<file path="config.mk">
export PLATFORM = sky130hd
export DESIGN_NAME = cpu_8bit_alu_with_flags
export DESIGN_NICKNAME = d
export VERILOG_FILES = /design/src/hw/rtl/alu8f_pkg.sv /design/src/hw/rtl/cpu_8bit_alu_with_flags.sv
export SDC_FILE = /design/constraint.sdc
export NUM_CORES = 1
export LEC_CHECK = 0
export BUFFER_PORTS_ARGS = -buffer_cell sky130_fd_sc_hd__buf_4
export CORE_MARGIN = 2
export CORE_UTILIZATION = 40
export CTS_BUF_LIST = sky130_fd_sc_hd__clkbuf_16
export CTS_CLUSTER_DIAMETER = 120
export DETAILED_ROUTE_END_ITERATION = 7
export GPL_ROUTABILITY_DRIVEN = 0
export PLACE_DENSITY = 0.64
export SLEW_MARGIN = 10
export SYNTH_ARGS = -nofsm -noshare
export SYNTH_HDL_FRONTEND = slang
export SYNTH_SLANG_ARGS = --single-unit
export TNS_END_PERCENT = 30
</file>
<file path="constraint.sdc">
create_clock -name i_clk -period 4.04 [get_ports i_clk]
set_input_delay 0.606 -clock i_clk [delete_from_list [all_inputs] [get_ports i_clk]]
set_output_delay 0.606 -clock i_clk [all_outputs]
set_load 0.005 [all_outputs]
</file>
<file path="src/hw/rtl/alu8f_pkg.sv">
package alu8f_pkg;

    localparam logic [4:0] OP_ADD  = 5'd0;
    localparam logic [4:0] OP_ADC  = 5'd1;
    localparam logic [4:0] OP_SUB  = 5'd2;
    localparam logic [4:0] OP_SBC  = 5'd3;
    localparam logic [4:0] OP_AND  = 5'd4;
    localparam logic [4:0] OP_XOR  = 5'd5;
    localparam logic [4:0] OP_OR   = 5'd6;
    localparam logic [4:0] OP_CP   = 5'd7;
    localparam logic [4:0] OP_INC  = 5'd8;
    localparam logic [4:0] OP_DEC  = 5'd9;
    localparam logic [4:0] OP_RLC  = 5'd10;
    localparam logic [4:0] OP_RRC  = 5'd11;
    localparam logic [4:0] OP_RL   = 5'd12;
    localparam logic [4:0] OP_RR   = 5'd13;
    localparam logic [4:0] OP_SLA  = 5'd14;
    localparam logic [4:0] OP_SRA  = 5'd15;
    localparam logic [4:0] OP_SRL  = 5'd16;
    localparam logic [4:0] OP_SWAP = 5'd17;
    localparam logic [4:0] OP_RLCA = 5'd18;
    localparam logic [4:0] OP_RRCA = 5'd19;
    localparam logic [4:0] OP_RLA  = 5'd20;
    localparam logic [4:0] OP_RRA  = 5'd21;
    localparam logic [4:0] OP_BIT  = 5'd22;
    localparam logic [4:0] OP_RES  = 5'd23;
    localparam logic [4:0] OP_SET  = 5'd24;
    localparam logic [4:0] OP_CPL  = 5'd25;
    localparam logic [4:0] OP_CCF  = 5'd26;
    localparam logic [4:0] OP_SCF  = 5'd27;

    localparam logic [2:0] SH_RLC  = 3'd0;
    localparam logic [2:0] SH_RRC  = 3'd1;
    localparam logic [2:0] SH_RL   = 3'd2;
    localparam logic [2:0] SH_RR   = 3'd3;
    localparam logic [2:0] SH_SLA  = 3'd4;
    localparam logic [2:0] SH_SRA  = 3'd5;
    localparam logic [2:0] SH_SRL  = 3'd6;
    localparam logic [2:0] SH_SWAP = 3'd7;

    typedef struct packed {
        logic [4:0] operation;
        logic [7:0] accumulator;
        logic [7:0] operand;
        logic [2:0] bit_index;
        logic       zero_in;
        logic       subtract_in;
        logic       half_carry_in;
        logic       carry_in;
    } t_alu_in;

    typedef struct packed {
        logic [7:0] result;
        logic       write_result;
        logic       zero_out;
        logic       subtract_out;
        logic       half_carry_out;
        logic       carry_out;
    } t_alu_out;

endpackage

</file>
<file path="src/hw/rtl/cpu_8bit_alu_with_flags.sv">
// Channel   Ports                    Transfer
// --------  -----------------------  -----------------------------------
// input     start, busy, i_item      edge with start high and busy low
// result    o_valid, o_result        edge ending the cycle o_valid is high
//
// One item per cycle; busy is always low. The input register and the result
// register are the only stages, and a result passes through both in that order.
// Synchronous active-low reset clears both valid flags; payload is not reset.
// The receiver cannot stall, so each result is held for exactly one cycle.
module cpu_8bit_alu_with_flags
    import alu8f_pkg::*;
(
    input  logic     i_clk,
    input  logic     i_rst_n,
    input  logic     start,
    output logic     busy,
    input  t_alu_in  i_item,
    output logic     o_valid,
    output t_alu_out o_result
);

    t_alu_in  r_in;
    logic     r_in_vld;
    t_alu_out r_out;
    logic     r_out_vld;
    t_alu_out n_out;

    logic [8:0] sum9;
    logic [4:0] sum5;
    logic [8:0] dif9;
    logic [4:0] dif5;
    logic       cin;
    logic [8:0] sh;
    logic [2:0] sh_kind;
    logic [7:0] bit_mask;

    function automatic logic [8:0] shift_byte(
        input logic [2:0] kind,
        input logic [7:0] v,
        input logic       ci
    );
        logic [8:0] res;
        begin
            case (kind)
                SH_RLC:  res = {v[7], v[6:0], v[7]};
                SH_RRC:  res = {v[0], v[0], v[7:1]};
                SH_RL:   res = {v[7], v[6:0], ci};
                SH_RR:   res = {v[0], ci, v[7:1]};
                SH_SLA:  res = {v[7], v[6:0], 1'b0};
                SH_SRA:  res = {v[0], v[7], v[7:1]};
                SH_SRL:  res = {v[0], 1'b0, v[7:1]};
                default: res = {1'b0, v[3:0], v[7:4]};
            endcase
            return res;
        end
    endfunction

    assign busy = 1'b0;

    always_ff @(posedge i_clk) begin
        if (!i_rst_n) begin
            r_in_vld  <= 1'b0;
            r_out_vld <= 1'b0;
        end else begin
            r_in_vld  <= start && !busy;
            r_out_vld <= r_in_vld;
        end
        if (start && !busy) begin
            r_in <= i_item;
        end
        r_out <= n_out;
    end

    always_comb begin
        cin = ((r_in.operation == OP_ADC) || (r_in.operation == OP_SBC)) ? r_in.carry_in : 1'b0;
        sum9 = {1'b0, r_in.accumulator} + {1'b0, r_in.operand} + {8'd0, cin};
        sum5 = {1'b0, r_in.accumulator[3:0]} + {1'b0, r_in.operand[3:0]} + {4'd0, cin};
        dif9 = {1'b0, r_in.accumulator} - {1'b0, r_in.operand} - {8'd0, cin};
        dif5 = {1'b0, r_in.accumulator[3:0]} - {1'b0, r_in.operand[3:0]} - {4'd0, cin};
        sh_kind = (r_in.operation >= OP_RLCA) ? 3'(r_in.operation - OP_RLCA)
                                               : 3'(r_in.operation - OP_RLC);
        sh = shift_byte(sh_kind,
                        (r_in.operation >= OP_RLCA) ? r_in.accumulator : r_in.operand,
                        r_in.carry_in);
        bit_mask = 8'd1 << r_in.bit_index;

        n_out.result         = r_in.accumulator;
        n_out.write_result   = 1'b1;
        n_out.zero_out       = r_in.zero_in;
        n_out.subtract_out   = r_in.subtract_in;
        n_out.half_carry_out = r_in.half_carry_in;
        n_out.carry_out      = r_in.carry_in;

        case (r_in.operation) inside
            OP_ADD, OP_ADC: begin
                n_out.result         = sum9[7:0];
                n_out.zero_out       = (sum9[7:0] == 8'd0);
                n_out.subtract_out   = 1'b0;
                n_out.half_carry_out = sum5[4];
                n_out.carry_out      = sum9[8];
            end
            OP_SUB, OP_SBC, OP_CP: begin
                n_out.result         = (r_in.operation == OP_CP) ? r_in.accumulator : dif9[7:0];
                n_out.write_result   = (r_in.operation != OP_CP);
                n_out.zero_out       = (dif9[7:0] == 8'd0);
                n_out.subtract_out   = 1'b1;
                n_out.half_carry_out = dif5[4];
                n_out.carry_out      = dif9[8];
            end
            OP_AND, OP_XOR, OP_OR: begin
                if (r_in.operation == OP_AND) begin
                    n_out.result = r_in.accumulator & r_in.operand;
                end else if (r_in.operation == OP_XOR) begin
                    n_out.result = r_in.accumulator ^ r_in.operand;
                end else begin
                    n_out.result = r_in.accumulator | r_in.operand;
                end
                n_out.zero_out       = (n_out.result == 8'd0);
                n_out.subtract_out   = 1'b0;
                n_out.half_carry_out = (r_in.operation == OP_AND);
                n_out.carry_out      = 1'b0;
            end
            OP_INC: begin
                n_out.result         = r_in.operand + 8'd1;
                n_out.zero_out       = (r_in.operand == 8'hFF);
                n_out.subtract_out   = 1'b0;
                n_out.half_carry_out = (r_in.operand[3:0] == 4'hF);
            end
            OP_DEC: begin
                n_out.result         = r_in.operand - 8'd1;
                n_out.zero_out       = (r_in.operand == 8'h01);
                n_out.subtract_out   = 1'b1;
                n_out.half_carry_out = (r_in.operand[3:0] == 4'h0);
            end
            [OP_RLC:OP_SWAP], [OP_RLCA:OP_RRA]: begin
                n_out.result         = sh[7:0];
                n_out.zero_out       = (r_in.operation < OP_RLCA) && (sh[7:0] == 8'd0);
                n_out.subtract_out   = 1'b0;
                n_out.half_carry_out = 1'b0;
                n_out.carry_out      = sh[8];
            end
            OP_BIT: begin
                n_out.result         = r_in.operand;
                n_out.write_result   = 1'b0;
                n_out.zero_out       = ~r_in.operand[r_in.bit_index];
                n_out.subtract_out   = 1'b0;
                n_out.half_carry_out = 1'b1;
            end
            OP_RES: begin
                n_out.result = r_in.operand & ~bit_mask;
            end
            OP_SET: begin
                n_out.result = r_in.operand | bit_mask;
            end
            OP_CPL: begin
                n_out.result         = ~r_in.accumulator;
                n_out.subtract_out   = 1'b1;
                n_out.half_carry_out = 1'b1;
            end
            OP_CCF, OP_SCF: begin
                n_out.write_result   = 1'b0;
                n_out.subtract_out   = 1'b0;
                n_out.half_carry_out = 1'b0;
                n_out.carry_out      = (r_in.operation == OP_SCF) | ~r_in.carry_in;
            end
            default: begin
                n_out.write_result = 1'b0;
            end
        endcase
    end

    assign o_valid  = r_out_vld;
    assign o_result = r_out;

`ifndef SYNTHESIS
    a_start_to_result: assert property (@(posedge i_clk) disable iff (!i_rst_n)
        (start && !busy) |=> ##1 o_valid)
        else $error("accepted transfer produced no result");

    a_result_has_start: assert property (@(posedge i_clk) disable iff (!i_rst_n)
        o_valid |-> $past(start, 2))
        else $error("result without accepted transfer");

    a_acc_rotate_zero: assert property (@(posedge i_clk) disable iff (!i_rst_n)
        (r_in_vld && ((r_in.operation == OP_RLCA) || (r_in.operation == OP_RRCA) ||
                      (r_in.operation == OP_RLA) || (r_in.operation == OP_RRA)))
        |=> !o_result.zero_out)
        else $error("accumulator rotate left zero flag set");

    a_cp_no_write: assert property (@(posedge i_clk) disable iff (!i_rst_n)
        (r_in_vld && ((r_in.operation == OP_CP) || (r_in.operation == OP_BIT)))
        |=> (o_valid && !o_result.write_result))
        else $error("compare or bit test requested write back");
`endif

endmodule
</file>
==> impl_metrics.env <==
export IMPL_status="complete, no violations"
export IMPL_grt_max_degree=34
export IMPL_seqPwrFrac=0.335
export IMPL_clockRootBuffer="clkbuf_16"
export IMPL_synth_cell_type_count=67
export IMPL_ys_flop_type="edfxtp_1"
export IMPL_diodes=0
export IMPL_syn_area_per_cell_um2=8.15
export IMPL_clk_insertion_delay_late_ns=0.29
export IMPL_hold_buffers=0
export IMPL_hpwl_mm=10.6
export IMPL_required_ns=4.27
export IMPL_antenna_found_initial=0
export IMPL_muxShareOfSynthArea=0.0744
export IMPL_clkTransAtPathRegs_ns=0.06
export IMPL_start_kind="flop"
export IMPL_r2r_cells=12
export IMPL_rows=38
export IMPL_setup_viol=0
export IMPL_swShare=0.381
export IMPL_io_pins=46
export IMPL_vias=4474
export IMPL_routed_via_density=6.25
export IMPL_r2r_slack_ns=0.35
export IMPL_yosys_area_share_adder=0.127
export IMPL_n_fill_cell=1104
export IMPL_slew_headroom=0.473
export IMPL_drtAntennaViolNets=0
export IMPL_synth_simple_gate_area_frac=0.173
export IMPL_power_density_mw_per_mm2=344
export IMPL_coreArea_mm2=0.0108
export IMPL_r2r_start="r_in[26]$_DFFE_PP_"
export IMPL_drive_gt1_frac=0.135
export IMPL_min_period_ns=3.69
export IMPL_final_cell_mix="a21oi_1 (58), buf_4 (58), nand2_1 (47)"
export IMPL_synth_top_family_by_area="compound AO/OA/AOI/OAI gates"
export IMPL_syn2layout_area_growth_pct=13.7
export IMPL_synthCells=545
export IMPL_rsz0062_at_grt="no"
export IMPL_whs_ns=0.447
export IMPL_wl_per_cell_um=19.5
export IMPL_synthXorXnorAreaFrac=0.0355
export IMPL_die_height_um=109
export IMPL_synth_edf_count=28
export IMPL_min_period_over_period=0.912
export IMPL_synthArstFlopShare=0
export IMPL_ys_ff_latch=43
export IMPL_fmax_mhz=271
export IMPL_clkPwrFrac=0.233
export IMPL_p_int_mw=1.08
export IMPL_ys_warn_count=0
export IMPL_cts_htree_levels=2
export IMPL_initial_core_util=0.410
export IMPL_cts_tree="built"
export IMPL_overflow=0
export IMPL_cts_buffers=5
export IMPL_worstMarginPinSlew_ns=0.788
export IMPL_whs_endpoint="o_valid$_SDFF_PN0_"
export IMPL_cts_resized=0
export IMPL_synth_area_mm2=0.00444
export IMPL_switchingPower_uw=661
export IMPL_finalSetupTns_ns=0
export IMPL_cap_violations=0
export IMPL_nets=648
export IMPL_grt_pass1_wl_mm=22.4
export IMPL_drt_iter0_drc=516
export IMPL_drt_total_wl_mm=13.9
export IMPL_min_delay_start="r_in_vld$_SDFF_PN0_"
export IMPL_arrival_ns=3.92
export IMPL_synth_seq_area_share=0.257
export IMPL_die_area_mm2=0.0120
export IMPL_hold_viol=0
export IMPL_clock_path_buffers=2
export IMPL_ir_worst_vdd_uv=196
export IMPL_first_global_vias=4284
export IMPL_drtPass1Iterations=6
export IMPL_worstSetupEndpointType="flop"
export IMPL_syn_num_nets=618
export IMPL_synth_compound_area_frac=0.272
export IMPL_post_cts_setup_buffers=0
export IMPL_critPathMaxFanout=12
export IMPL_drv_slew=0
export IMPL_p_leak_nw=2.03
export IMPL_dp_slack_ns=0.478
export IMPL_pwr_share_comb=0.433
export IMPL_skew_ns=0.00292
export IMPL_fin_ws_ns=0.354
export IMPL_die_x_um=109
export IMPL_numClockSinks=43
export IMPL_gr_usage_all_layers=0.243
export IMPL_whs_path_depth=1
export IMPL_drc=0
export IMPL_port_buffers=44
export IMPL_r2r_end="o_result[3]$_DFF_P_"
export IMPL_worstSetupPathType="flop to flop"
export IMPL_min_path_type="flop to flop"
==> metal layers <==
| metal | vias up | share of wire | GRT usage |
|---|---|---|---|
| met5 | - | 0 | 0 |
| met4 | 0 | 0.033 | 0.0949 |
| met3 | 36 | 0.092 | 0.0474 |
| met2 | 253 | 0.46 | 0.383 |
| met1 | 2102 | 0.41 | 0.327 |
| li1 | 2083 | - | - |
==> synthesized netlist by cell type (all sizes together) (5+ instances only) <==
| cell type | number | share of area |
|---|---|---|
| o221ai | 6 | 0.012 |
| a221oi | 7 | 0.014 |
| clkbuf | 27 | 0.023 |
| buf | 8 | 0.0099 |
| o211ai | 7 | 0.012 |
| mux2i | 27 | 0.062 |
| ha | 38 | 0.11 |
| a22oi | 6 | 0.010 |
| nand2b | 8 | 0.013 |
| nor2b | 7 | 0.0099 |
| nor4 | 7 | 0.0099 |
| o31ai | 6 | 0.010 |
| a211oi | 26 | 0.044 |
| a31oi | 5 | 0.0070 |
| xor2 | 6 | 0.012 |
| edfxtp | 28 | 0.19 |
| a21oi | 58 | 0.065 |
| xnor2 | 12 | 0.024 |
| nor3 | 14 | 0.016 |
| dfxtp | 15 | 0.068 |
| inv | 32 | 0.027 |
| o22ai | 5 | 0.0070 |
| nand3 | 12 | 0.014 |
| nand2 | 47 | 0.040 |
| o21ai | 26 | 0.029 |
| nor2 | 45 | 0.039 |
==> through the flow <==
| stage | area [um2] | total power, mW | cells | util |
|---|---|---|---|---|
| global placement | 4910 | 1.31 | 708 | 0.453 |
| global route | 5050 | 1.84 | 716 | 0.466 |
| CTS | 5050 | 1.73 | 716 | 0.466 |
| finish | 5050 | 1.74 | 716 | 0.466 |
| detailed placement | 4910 | 1.32 | 708 | 0.453 |
| floorplan | 4440 | 1.08 | 545 | - |
==> worst max-delay path by stage <==
stage / from / endpoint / slack (ns) / depth (start not counted)
after floorplan: r_in[23]$_DFFE_PP_ / o_result[3]$_DFF_P_ / 0.20 / 15
after global placement: r_in[26]$_DFFE_PP_ / o_result[3]$_DFF_P_ / 0.54 / 12
after detailed placement: r_in[26]$_DFFE_PP_ / o_result[3]$_DFF_P_ / 0.48 / 12
after CTS: r_in[26]$_DFFE_PP_ / o_result[3]$_DFF_P_ / 0.45 / 12
after global routing: r_in[26]$_DFFE_PP_ / o_result[3]$_DFF_P_ / 0.08 / 12
final: r_in[26]$_DFFE_PP_ / o_result[3]$_DFF_P_ / 0.35 / 12
==> worst max-delay path, cell delays in order, from the launching register on <==
cell and delay (ns):
edfxtp_1 0.55, nor3_1 0.31, nand3_1 0.23, fa_1 0.46, fa_1 0.43, nor2b_1 0.16
o31a_1 0.14, o21ai_0 0.11, a21boi_0 0.26, a21oi_1 0.09, or4_1 0.56, a22oi_1 0.18
o21a_1 0.14
==> state kept, by name, summed over array words and instances, names as in the netlist <==
signal    count
r_in_vld      1
o_valid       1
r_in         28
o_result     13
==> cell type report <==
cell class	count	area, um2	share of cell area
multi-input combinational	435	3040	0.601
inverter	32	120	0.0238
sequential	43	1140	0.226
timing repair buffer	58	435	0.0862
clock inverter	3	17.5	0.00347
tap	140	175	0.0347
clock buffer	5	125	0.0248
==> power groups by stage <==
stage,clock (mW),combinational (mW),sequential (mW)
floorplan,0,0.500,0.576
global placement,0,0.721,0.589
detailed placement,0,0.733,0.589
CTS,0.414,0.738,0.580
global route,0.428,0.826,0.588
finish,0.404,0.751,0.581
==> logic make-up (layout without fill, tap and decap cells) <==
group           Yosys count  count (layout)
buf+inv                  67              98
simple gates            160             160
compound gates          183             183
xor+xnor                 18              18
mux                      30              30
fa+ha+maj                43              43
flops                    43              43
other cells               1               1
Note: power is estimated with default switching activity, not from simulation.
